[src/rtl/core/tmp_pkg.sv]
package tmp_pkg;

  // Widths fixed by the external item format.
  localparam int FIELD_BITS     = 32;
  localparam int TICK_BITS      = 16;
  localparam int TOL_BITS       = 31;
  localparam int CFG_INDEX_BITS = 2;

  // Register reset values.
  localparam logic [TICK_BITS-1:0] TICK_PERIOD_RESET = 16'd66;
  localparam logic [TOL_BITS-1:0]  FINISH_TOL_RESET  = 31'd655;

  // Configuration register indexes.
  localparam logic [CFG_INDEX_BITS-1:0] CFG_TICK_PERIOD = 2'd0;
  localparam logic [CFG_INDEX_BITS-1:0] CFG_FINISH_TOL  = 2'd1;

  // Input item kinds.
  localparam logic [1:0] KIND_TICK   = 2'd0;
  localparam logic [1:0] KIND_START  = 2'd1;
  localparam logic [1:0] KIND_STOP   = 2'd2;
  localparam logic [1:0] KIND_FINISH = 2'd3;

  // Profile phases.
  localparam logic [1:0] PH_IDLE  = 2'd0;
  localparam logic [1:0] PH_ACCEL = 2'd1;
  localparam logic [1:0] PH_DECEL = 2'd2;
  localparam logic [1:0] PH_DONE  = 2'd3;

  // Control from the sequencer to the shared multiplier.
  typedef struct packed {
    logic start;
    logic narrow;
  } tmp_mul_ctl_t;

endpackage

[src/rtl/core/tmp_mul.sv]
module tmp_mul #(
  parameter int WIDTH = 32
) (
  input  logic                   clk,
  input  logic                   rst,
  input  tmp_pkg::tmp_mul_ctl_t  ctl,
  input  logic [WIDTH-1:0]       op_a,
  input  logic [WIDTH-1:0]       op_b,
  output logic                   done,
  output logic [2*WIDTH-1:0]     product
);
  import tmp_pkg::*;

  localparam int DIGITS        = (WIDTH + 3) / 4;
  localparam int PADW          = DIGITS * 4;
  localparam int CNTW          = $clog2(DIGITS);
  localparam int NARROW_DIGITS = TICK_BITS / 4;

  logic [WIDTH-1:0]   a_q;
  logic [PADW-1:0]    b_q;
  logic [CNTW-1:0]    cnt;
  logic               running;
  logic [2*WIDTH-1:0] acc;
  logic [3:0]         digit;
  logic [WIDTH+3:0]   pp;

  // Radix-16, most significant digit first: one digit of op_b per cycle.
  assign digit   = b_q[{cnt, 2'b00} +: 4];
  assign pp      = a_q * digit;
  assign product = acc;

  always_ff @(posedge clk) begin
    if (rst) begin
      running <= 1'b0;
      done    <= 1'b0;
      cnt     <= '0;
    end else begin
      done <= 1'b0;
      if (ctl.start) begin
        running <= 1'b1;
        cnt     <= ctl.narrow ? CNTW'(NARROW_DIGITS - 1) : CNTW'(DIGITS - 1);
      end else if (running) begin
        cnt <= cnt - 1'b1;
        if (cnt == '0) begin
          running <= 1'b0;
          done    <= 1'b1;
        end
      end
    end
  end

  always_ff @(posedge clk) begin
    if (ctl.start) begin
      a_q <= op_a;
      b_q <= PADW'(op_b);
      acc <= '0;
    end else if (running) begin
      acc <= (acc << 4) + (2 * WIDTH)'(pp);
    end
  end

endmodule

[src/rtl/core/trapezoidal_motion_profiler.sv]
// A tick in the accelerating phase that runs the braking test also runs the speed ramp and
// the position step; other ticks outside the idle phase run the speed ramp and the step,
// and idle ticks and start, stop and finish transactions run only the step product.
// One item is taken at a time, as in_stall drops only after the result loads;
// the shared radix-16 multiplier runs every product in turn, one 4-bit digit per cycle.
// Reset (rst, synchronous, active high) clears the profile state, idles, and drops out_valid.
module trapezoidal_motion_profiler #(
  parameter int WORD_WIDTH = 32
) (
  input  logic                                 clk,
  input  logic                                 rst,
  // Input item channel.
  input  logic                                 in_valid,
  output logic                                 in_stall,
  input  logic [1:0]                           kind,
  input  logic signed [tmp_pkg::FIELD_BITS-1:0] move_distance,
  input  logic signed [tmp_pkg::FIELD_BITS-1:0] peak_speed,
  input  logic signed [tmp_pkg::FIELD_BITS-1:0] end_speed,
  input  logic signed [tmp_pkg::FIELD_BITS-1:0] accel_rate,
  // Result channel.
  output logic                                 out_valid,
  input  logic                                 out_stall,
  output logic signed [tmp_pkg::FIELD_BITS-1:0] current_speed,
  output logic signed [tmp_pkg::FIELD_BITS-1:0] current_position,
  output logic signed [tmp_pkg::FIELD_BITS-1:0] step_distance,
  output logic [1:0]                           phase,
  output logic                                 done_res,
  // Configuration write channel.
  input  logic                                 cfg_valid,
  output logic                                 cfg_ready,
  input  logic [tmp_pkg::CFG_INDEX_BITS-1:0]   cfg_index,
  input  logic [tmp_pkg::FIELD_BITS-1:0]       cfg_data
);
  import tmp_pkg::*;

  // All profile words are signed W-bit values; SW is a working width wide enough to hold a
  // 32-bit input field or a position plus a step before saturation.
  localparam int W  = WORD_WIDTH;
  localparam int SW = ((W > FIELD_BITS) ? W : FIELD_BITS) + 3;
  localparam logic signed [W-1:0] WMAX = {1'b0, {(W-1){1'b1}}};
  localparam logic signed [W-1:0] WMIN = {1'b1, {(W-1){1'b0}}};

  // Sequencer states.
  localparam logic [3:0] S_IDLE     = 4'd0;
  localparam logic [3:0] S_DISPATCH = 4'd1;
  localparam logic [3:0] S_M_END    = 4'd2;
  localparam logic [3:0] S_M_SPD    = 4'd3;
  localparam logic [3:0] S_M_REM    = 4'd4;
  localparam logic [3:0] S_M_DV     = 4'd5;
  localparam logic [3:0] S_M_STEP   = 4'd6;
  localparam logic [3:0] S_RESULT   = 4'd7;

  function automatic logic signed [W-1:0] sat_word(input logic signed [SW-1:0] x);
    if (x > SW'(WMAX)) begin
      return WMAX;
    end else if (x < SW'(WMIN)) begin
      return WMIN;
    end else begin
      return x[W-1:0];
    end
  endfunction

  // Magnitude, saturated so that the most negative word maps to the largest positive one.
  function automatic logic signed [W-1:0] mag_sat(input logic signed [W-1:0] x);
    if (x == WMIN) begin
      return WMAX;
    end else if (x < 0) begin
      return -x;
    end else begin
      return x;
    end
  endfunction

  // Exact magnitude as an unsigned word.
  function automatic logic [W-1:0] abs_word(input logic signed [W-1:0] x);
    return (x < 0) ? W'(-x) : W'(x);
  endfunction

  function automatic logic signed [W-1:0] by_dir(input logic dir,
                                                 input logic signed [W-1:0] m);
    return dir ? -m : m;
  endfunction

  // Configuration registers.
  logic [TICK_BITS-1:0] tick_period;
  logic [TOL_BITS-1:0]  finish_tolerance;

  // Profile state.
  logic signed [W-1:0] speed_reg;
  logic signed [W-1:0] position_reg;
  logic signed [W-1:0] goal_distance;
  logic signed [W-1:0] target_speed_reg;
  logic signed [W-1:0] end_speed_reg;
  logic signed [W-1:0] accel_reg;
  logic [1:0]          phase_reg;
  logic                direction;

  // Sequencer and working registers.
  logic [3:0]                    state;
  logic                          go;
  logic                          tick_live;
  logic [1:0]                    kind_q;
  logic signed [FIELD_BITS-1:0]  dist_q;
  logic signed [FIELD_BITS-1:0]  peak_q;
  logic signed [FIELD_BITS-1:0]  endsp_q;
  logic signed [FIELD_BITS-1:0]  acc_q;
  logic signed [W:0]             rem_reg;
  logic [2*W-1:0]                diff_reg;
  logic signed [W:0]             step_reg;

  // Shared multiplier.
  tmp_mul_ctl_t   mul_ctl;
  logic [W-1:0]   mul_a;
  logic [W-1:0]   mul_b;
  logic           mul_done;
  logic [2*W-1:0] mul_prod;

  // Combinational helpers.
  logic signed [W-1:0]         d_in;
  logic signed [W-1:0]         d_mag;
  logic signed [W-1:0]         vmax_in;
  logic signed [W-1:0]         vf_raw;
  logic signed [W-1:0]         vf_in;
  logic signed [W-1:0]         a_in;
  logic signed [SW-1:0]        tol_s;
  logic                        short_move;
  logic [W-1:0]                pos_mag;
  logic [W-1:0]                a_mag;
  logic signed [W:0]           rem;
  logic                        brake_now;
  logic [W-1:0]                dv;
  logic signed [W:0]           spd_inc;
  logic signed [W:0]           spd_dec;
  logic signed [W:0]           tgt_x;
  logic [W+TICK_BITS-1:0]      p_mag;
  logic signed [W+TICK_BITS:0] p_s;
  logic signed [W:0]           step_val;
  logic signed [W-1:0]         pos_new;
  logic                        slot_free;
  logic                        load_out;

  // One item is worked on at a time; a finished result waits in the output register while the
  // next transaction is taken, so in_stall depends only on the sequencer.
  assign in_stall  = (state != S_IDLE);
  assign cfg_ready = 1'b1;
  assign slot_free = !out_valid || !out_stall;
  assign load_out  = (state == S_RESULT) && slot_free;

  // Start item decoding: every field is sign extended and saturated to the word range, the end
  // speed is capped at the peak speed, and the magnitudes take the sign of the move distance.
  assign d_in       = sat_word(SW'(dist_q));
  assign d_mag      = mag_sat(d_in);
  assign vmax_in    = sat_word(SW'(peak_q));
  assign vf_raw     = sat_word(SW'(endsp_q));
  assign vf_in      = (vf_raw > vmax_in) ? vmax_in : vf_raw;
  assign a_in       = sat_word(SW'(acc_q));
  assign tol_s      = SW'(signed'({1'b0, finish_tolerance}));
  assign short_move = SW'(d_mag) < tol_s;

  // Remaining distance to the goal; a negative value means the move overshot.
  assign pos_mag   = abs_word(position_reg);
  assign a_mag     = abs_word(accel_reg);
  assign rem       = signed'({1'b0, goal_distance}) - signed'({1'b0, pos_mag});
  assign brake_now = (a_mag == '0) || rem[W];

  // Speed ramp: the step is |accel| * tick_period with the tick fraction dropped.
  assign dv      = mul_prod[TICK_BITS +: W];
  assign spd_inc = (W+1)'(speed_reg) + signed'({1'b0, dv});
  assign spd_dec = (W+1)'(speed_reg) - signed'({1'b0, dv});
  assign tgt_x   = (W+1)'(target_speed_reg);

  // Distance per tick. The multiplier works on the speed magnitude, so the sign goes back on
  // before the arithmetic shift, which rounds toward minus infinity.
  assign p_mag    = mul_prod[W+TICK_BITS-1:0];
  assign p_s      = speed_reg[W-1] ? -signed'({1'b0, p_mag}) : signed'({1'b0, p_mag});
  assign step_val = (W+1)'(p_s >>> TICK_BITS);
  assign pos_new  = sat_word(SW'(position_reg) + SW'(step_val));

  // Operand selection for the shared multiplier. Operands are sampled in the cycle that go is
  // high, which is the first cycle of each multiply state.
  always_comb begin
    mul_ctl.start  = go;
    mul_ctl.narrow = 1'b0;
    mul_a          = '0;
    mul_b          = '0;
    unique case (state)
      S_M_END: begin
        mul_a = abs_word(end_speed_reg);
        mul_b = abs_word(end_speed_reg);
      end
      S_M_SPD: begin
        mul_a = abs_word(speed_reg);
        mul_b = abs_word(speed_reg);
      end
      S_M_REM: begin
        // Remaining distance times twice the acceleration magnitude.
        mul_a = rem_reg[W-1:0];
        mul_b = {a_mag[W-2:0], 1'b0};
      end
      S_M_DV: begin
        mul_ctl.narrow = 1'b1;
        mul_a          = a_mag;
        mul_b          = W'(tick_period);
      end
      S_M_STEP: begin
        mul_ctl.narrow = 1'b1;
        mul_a          = abs_word(speed_reg);
        mul_b          = W'(tick_period);
      end
      default: begin
        mul_ctl.narrow = 1'b0;
      end
    endcase
  end

  tmp_mul #(
    .WIDTH (W)
  ) u_mul (
    .clk     (clk),
    .rst     (rst),
    .ctl     (mul_ctl),
    .op_a    (mul_a),
    .op_b    (mul_b),
    .done    (mul_done),
    .product (mul_prod)
  );

  // Sequencer and profile state. An accelerating tick can walk through the braking test (end
  // speed squared, speed squared, remaining times twice the acceleration), the speed ramp,
  // and the position step. Every item ends with the step product, which also feeds step_distance.
  always_ff @(posedge clk) begin
    if (rst) begin
      state            <= S_IDLE;
      go               <= 1'b0;
      tick_live        <= 1'b0;
      out_valid        <= 1'b0;
      tick_period      <= TICK_PERIOD_RESET;
      finish_tolerance <= FINISH_TOL_RESET;
      speed_reg        <= '0;
      position_reg     <= '0;
      goal_distance    <= '0;
      target_speed_reg <= '0;
      end_speed_reg    <= '0;
      accel_reg        <= '0;
      phase_reg        <= PH_IDLE;
      direction        <= 1'b0;
    end else begin
      go <= 1'b0;

      if (cfg_valid && cfg_ready) begin
        unique case (cfg_index)
          CFG_TICK_PERIOD: tick_period      <= cfg_data[TICK_BITS-1:0];
          CFG_FINISH_TOL:  finish_tolerance <= cfg_data[TOL_BITS-1:0];
          default: begin
            tick_period <= tick_period;
          end
        endcase
      end

      if (load_out) begin
        out_valid <= 1'b1;
      end else if (out_valid && !out_stall) begin
        out_valid <= 1'b0;
      end

      unique case (state)
        S_IDLE: begin
          if (in_valid && !in_stall) begin
            state <= S_DISPATCH;
          end
        end

        S_DISPATCH: begin
          tick_live <= 1'b0;
          state     <= S_M_STEP;
          go        <= 1'b1;
          unique case (kind_q)
            KIND_TICK: begin
              if (phase_reg != PH_IDLE) begin
                tick_live <= 1'b1;
                if (phase_reg == PH_ACCEL && !brake_now) begin
                  state <= S_M_END;
                end else begin
                  // Zero acceleration or an overshoot brakes at once without the test.
                  if (phase_reg == PH_ACCEL) begin
                    phase_reg        <= PH_DECEL;
                    target_speed_reg <= end_speed_reg;
                  end
                  state <= S_M_DV;
                end
              end
            end
            KIND_START: begin
              direction <= d_in[W-1];
              // A move shorter than the tolerance only sets the direction and finishes.
              if (short_move) begin
                phase_reg <= PH_DONE;
              end else begin
                position_reg     <= '0;
                goal_distance    <= d_mag;
                target_speed_reg <= by_dir(d_in[W-1], mag_sat(vmax_in));
                end_speed_reg    <= by_dir(d_in[W-1], mag_sat(vf_in));
                accel_reg        <= by_dir(d_in[W-1], mag_sat(a_in));
                phase_reg        <= PH_ACCEL;
              end
            end
            KIND_STOP: begin
              target_speed_reg <= '0;
              speed_reg        <= '0;
              phase_reg        <= PH_DONE;
            end
            KIND_FINISH: begin
              speed_reg <= target_speed_reg;
              phase_reg <= PH_DONE;
            end
          endcase
        end

        S_M_END: begin
          if (mul_done) begin
            state <= S_M_SPD;
            go    <= 1'b1;
          end
        end

        S_M_SPD: begin
          if (mul_done) begin
            state <= S_M_REM;
            go    <= 1'b1;
          end
        end

        S_M_REM: begin
          if (mul_done) begin
            // Brake once the distance left is within the braking distance.
            if (mul_prod <= diff_reg) begin
              phase_reg        <= PH_DECEL;
              target_speed_reg <= end_speed_reg;
            end
            state <= S_M_DV;
            go    <= 1'b1;
          end
        end

        S_M_DV: begin
          if (mul_done) begin
            if (speed_reg < target_speed_reg) begin
              speed_reg <= (spd_inc > tgt_x) ? target_speed_reg : spd_inc[W-1:0];
            end else if (speed_reg > target_speed_reg) begin
              speed_reg <= (spd_dec < tgt_x) ? target_speed_reg : spd_dec[W-1:0];
            end
            state <= S_M_STEP;
            go    <= 1'b1;
          end
        end

        S_M_STEP: begin
          if (mul_done) begin
            if (tick_live) begin
              position_reg <= pos_new;
              if (phase_reg != PH_DONE && SW'(rem_reg) < tol_s) begin
                phase_reg        <= PH_DONE;
                target_speed_reg <= end_speed_reg;
              end
            end
            state <= S_RESULT;
          end
        end

        S_RESULT: begin
          if (slot_free) begin
            state <= S_IDLE;
          end
        end

        default: begin
          state <= S_IDLE;
        end
      endcase
    end
  end

  // Working and output payload registers; these need no reset.
  always_ff @(posedge clk) begin
    if (in_valid && !in_stall) begin
      kind_q  <= kind;
      dist_q  <= move_distance;
      peak_q  <= peak_speed;
      endsp_q <= end_speed;
      acc_q   <= accel_rate;
    end
    if (state == S_DISPATCH) begin
      rem_reg <= rem;
    end
    if (state == S_M_END && mul_done) begin
      diff_reg <= mul_prod;
    end
    if (state == S_M_SPD && mul_done) begin
      // Absolute difference of the end speed squared and the speed squared.
      diff_reg <= (mul_prod >= diff_reg) ? (mul_prod - diff_reg) : (diff_reg - mul_prod);
    end
    if (state == S_M_STEP && mul_done) begin
      step_reg <= step_val;
    end
    if (load_out) begin
      current_speed    <= FIELD_BITS'(speed_reg);
      current_position <= FIELD_BITS'(position_reg);
      step_distance    <= FIELD_BITS'(step_reg);
      phase            <= phase_reg;
      done_res         <= (phase_reg == PH_DONE);
    end
  end

endmodule

[config.mk]
export PLATFORM = sky130hd
export DESIGN_NAME = trapezoidal_motion_profiler
export DESIGN_NICKNAME = d
export VERILOG_FILES = /design/src/rtl/core/tmp_pkg.sv /design/src/rtl/core/tmp_mul.sv /design/src/rtl/core/trapezoidal_motion_profiler.sv
export SDC_FILE = /design/constraint.sdc
export NUM_CORES = 2
export LEC_CHECK = 0
export BUFFER_PORTS_ARGS = -buffer_cell sky130_fd_sc_hd__buf_2
export CAP_MARGIN = 20
export CORE_MARGIN = 2
export CORE_UTILIZATION = 46
export CTS_CLUSTER_SIZE = 14
export DETAILED_ROUTE_END_ITERATION = 10
export HOLD_SLACK_MARGIN = 0.08
export PLACE_DENSITY = 0.69
export SETUP_SLACK_MARGIN = 0.05
export SLEW_MARGIN = 0
export SYNTH_ARGS = -nofsm -noshare
export SYNTH_HDL_FRONTEND = slang
export SYNTH_HIERARCHICAL = 1
export SYNTH_SLANG_ARGS = --single-unit
[constraint.sdc]
create_clock -name clk -period 9 [get_ports clk]
set_input_delay 1.8 -clock clk [delete_from_list [all_inputs] [get_ports clk]]
set_output_delay 1.8 -clock clk [all_outputs]
set_load 0.005 [all_outputs]
==> results.tsv <==
stage	metric	value	unit
status	status	completed	
clock_tree	postCtsSetupRepairBufs	0	
die	die_w	371	um
power	comb_power_share	0.675	
job	max-cap-violations	0	
power	p_leak	0.0267	uW
global_route	antenna_found_initial	11	
critical_path	crit_type	reg2reg	
die	die_h	371	um
synthesis	syn-num-nets	8228	
global_route	grt_pass1_wl	330	mm
clock_tree	cts_tree	built	
power	ir_drop	0.000307	V
timing	hold_viol	0	
timing	final-max-slew-violation-count	0	
timing	fmax	129	MHz
synthesis	synthAdderAreaFrac	0.134	
synthesis	yosysUniqueCellTypes	112	
synthesis	synth-warning-count	6	
die	rows	134	
timing	period_needed	7.73	ns
critical_path	cp-start-kind	register	
timing	setup_violations	0	
timing	setup_tns	0	ns
synthesis	synth_cells	7455	
placement	place_congestion	1.00	
synthesis	synth_mux_area_frac	0.0174	
timing	relSlewSlack	0.276	
route	ant_nets	0	
global_route	grt_max_degree	140	
synthesis	synth_area_leaders	edfxtp_1, ha_1, dfxtp_1	
synthesis	synth-async-reset-ratio	0	
synthesis	synthXorXnorAreaFrac	0.0711	
critical_path	cp.arrival	8.31	ns
global_route	grt_pass1_vias	54700	
timing	hold_ws	0.417	ns
power	power_frac_clock	0.131	
critical_path	critPathTopFamily	simple AND/OR/NAND/NOR gates	
final_layout	final_layout_size_suffix_gt1_frac	0.0876	
route	viasPerCell	6.19	
power	p_per_area	422	nW/um^2
final_layout	fin_nets	8266	
synthesis	synth_top_family_by_area	compound AO/OA/AOI/OAI gates	
critical_path	worst-path-buf-inv	1	
timing	skew	0.0347	ns
synthesis	synth_ff_type	edfxtp_1	
die	coreArea	134000	sq um
placement	dp_hpwl	172	mm
clock_tree	clkTransAtPathRegs	0.06	ns
final_layout	syn_to_final_growth	9.45	%
synthesis	synth-edff-count	422	
timing	min_period_over_period	0.859	
synthesis	synth_area	62000	sq um
clock_tree	clk_latency	0.72	ns
critical_path	worstPathCellList	nor4_1 -> nand4_1 -> nand4b_1 -> nor4_1 -> nand4_1 -> nor4_1 -> nand3_1 -> or4_1 -> or3_1 -> or3_1 -> or3_1 -> o21ai_1 -> xnor2_1 -> ha_1 -> a21oi_1 -> nor2b_1 -> o21ai_0 -> nand2b_1 -> o311ai_0 -> a21oi_1 -> a21boi_2 -> buf_4 -> a21oi_1	
synthesis	synthSimpleGateAreaFrac	0.186	
die	pin_count	271	
route	wl_per_cell	23.5	um
route	first_pass_iters	6	
synthesis	avgSynthCellArea	8.31	sq um
power	p_seq_frac	0.194	
clock_tree	cts_max_level	3	
critical_path	crit_path_top_delay_cell	o311ai_0	
synthesis	yosysTopAreaCellShare	0.204	
synthesis	synth_area_leader_cell	edfxtp_1	
route	drt-total-wl	219	mm
die	initial_utilization	0.464	
power	power.switching	14900	uW
critical_path	crit_path_max_fanout	29	
die	die_area	138000	sq um
global_route	track_usage	0.310	
clock_tree	clock_sinks	738	
synthesis	ys_seq_area_frac	0.307	
clock_tree	clock_path_buffers	3	
global_route	overflow	0	
clock_tree	holdBufCountCts	0	
route	drtIter0Drc	6099	
power	p_sw_frac	0.522	
critical_path	endpoint_kind	register	
route	num_vias	57800	
timing	tightest_slew	1.08	ns
critical_path	cp.required	9.58	ns
power	internal_power	13700	uW
hold_path	hold_class	reg2reg	
clock_tree	cts.repair.resized	0	
timing	grt_setup_unrepaired	false	
clock_tree	root_buffer	clkbuf_16	
critical_path	cp_slowest_stage_delay	0.77	ns
route	drc_errors	0	
synthesis	synth-compound-area-share	0.227	
placement	port_buffers	268	
clock_tree	numCtsBuffers	87	
synthesis	synth-seq-cells	738	
==> metrics by stage <==
| stage | setup WS (ns) | util | power [uW] | std cells | instance area, sq um |
|---|---|---|---|---|---|
| after floorplan | 1.19 | - | 19200 | 7455 | 62000 |
| after global placement | 1.54 | 0.485 | 24100 | 9167 | 64800 |
| after detailed placement | 1.38 | 0.485 | 24400 | 9169 | 64800 |
| after CTS | 1.30 | 0.507 | 28200 | 9331 | 67800 |
| after global routing | 0.678 | 0.508 | 30700 | 9335 | 67800 |
| final | 1.27 | 0.508 | 28600 | 9340 | 67800 |
==> synthesized netlist by cell type (all sizes together), types with 46 or more instances <==
cell,number
nand3,172
edfxtp,422
a211oi,128
a21o,144
o221ai,46
and3,51
mux2i,74
or4,63
a21oi,722
dfxtp,316
nand4,107
nor3,159
nand2b,83
nor2,569
nor2b,173
o211ai,53
a31oi,48
o21a,49
xor2,218
xnor2,285
fa,97
o21ai,491
o31ai,95
inv,500
nand2,712
nor4,66
or3,68
buf,56
ha,507
o21bai,80
clkbuf,374
==> cells by family after synthesis <==
family                   after synthesis
AO/OA/AOI/OAI                       2219
XOR/XNOR                             503
adder cells (fa/ha/maj)              604
buffers and inverters                932
flip-flops                           738
multiplexers                          96
other                                  1
AND/OR/NAND/NOR                     2362
==> placed cells by master, fill, tap and decap left out, drive strengths merged, types with 83 or more instances in the layout <==
cell / netlist / final
a211oi: 128 / 128
a21o: 144 / 144
a21oi: 722 / 722
buf: 56 / 378
clkbuf: 374 / 110
dfxtp: 316 / 316
edfxtp: 422 / 422
fa: 97 / 97
ha: 507 / 507
inv: 500 / 507
nand2: 712 / 712
nand2b: 83 / 83
nand3: 172 / 172
nand4: 107 / 107
nor2: 569 / 569
nor2b: 173 / 173
nor3: 159 / 159
o21ai: 491 / 491
o31ai: 95 / 95
xnor2: 285 / 285
xor2: 218 / 218
==> power groups by stage <==
stage / Combinational (uW) / Clock (uW) / Sequential, uW
global placement: 18500 / 0 / 5570
CTS: 18900 / 3790 / 5520
detailed placement: 18800 / 0 / 5590
finish: 19300 / 3740 / 5550
global route: 21200 / 3910 / 5590
floorplan: 14100 / 0 / 5110
==> area by class of cell <==
type                            instances  area (sq um)
Antenna cell                            6          15.0
Tap cell                             1768          2210
Multi-Input combinational cell       5785         39500
Timing Repair Buffer                  379          2230
Fill cell                           12600         65800
Inverter                              502          1880
Clock inverter                         53           586
Sequential cell                       738         19000
Clock buffer                          109          2400
==> metal layers <==
layer  vias up  share of wire  GRT usage
met1     27900           0.42      0.415
met3       444          0.076     0.0416
met4         4          0.043      0.123
li1      27000              -          -
met5         -        0.00012          0
met2      2473           0.46      0.506
==> worst register-to-register path: stages (launching register included) <==
cell	delay, ns
dfxtp_1	0.40
nor4_1	0.38
nand4_1	0.41
nand4b_1	0.45
nor4_1	0.38
nand4_1	0.35
nor4_1	0.41
nand3_1	0.25
or4_1	0.58
or3_1	0.37
or3_1	0.38
or3_1	0.34
o21ai_1	0.16
xnor2_1	0.21
ha_1	0.36
a21oi_1	0.17
nor2b_1	0.05
o21ai_0	0.14
nand2b_1	0.12
o311ai_0	0.78
a21oi_1	0.26
a21boi_2	0.20
buf_4	0.32
a21oi_1	0.15
==> path summary, 6_finish.rpt <==
path / from / end / slack, ns / cells after the start
worst max register to register: u_mul/product[13]$_SDFFE_PP0P_ / position_reg[3]$_SDFFE_PP0P_ / 1.27 / 23
worst max-delay path: u_mul/product[13]$_SDFFE_PP0P_ / position_reg[3]$_SDFFE_PP0P_ / 1.27 / 23
worst min-delay path: step_reg[26]$_DFFE_PP_ / step_distance[26]$_DFFE_PP_ / 0.42 / 0
worst min register to register: step_reg[26]$_DFFE_PP_ / step_distance[26]$_DFFE_PP_ / 0.42 / 0
No activity file was read; power rests on OpenSTA's default activity.
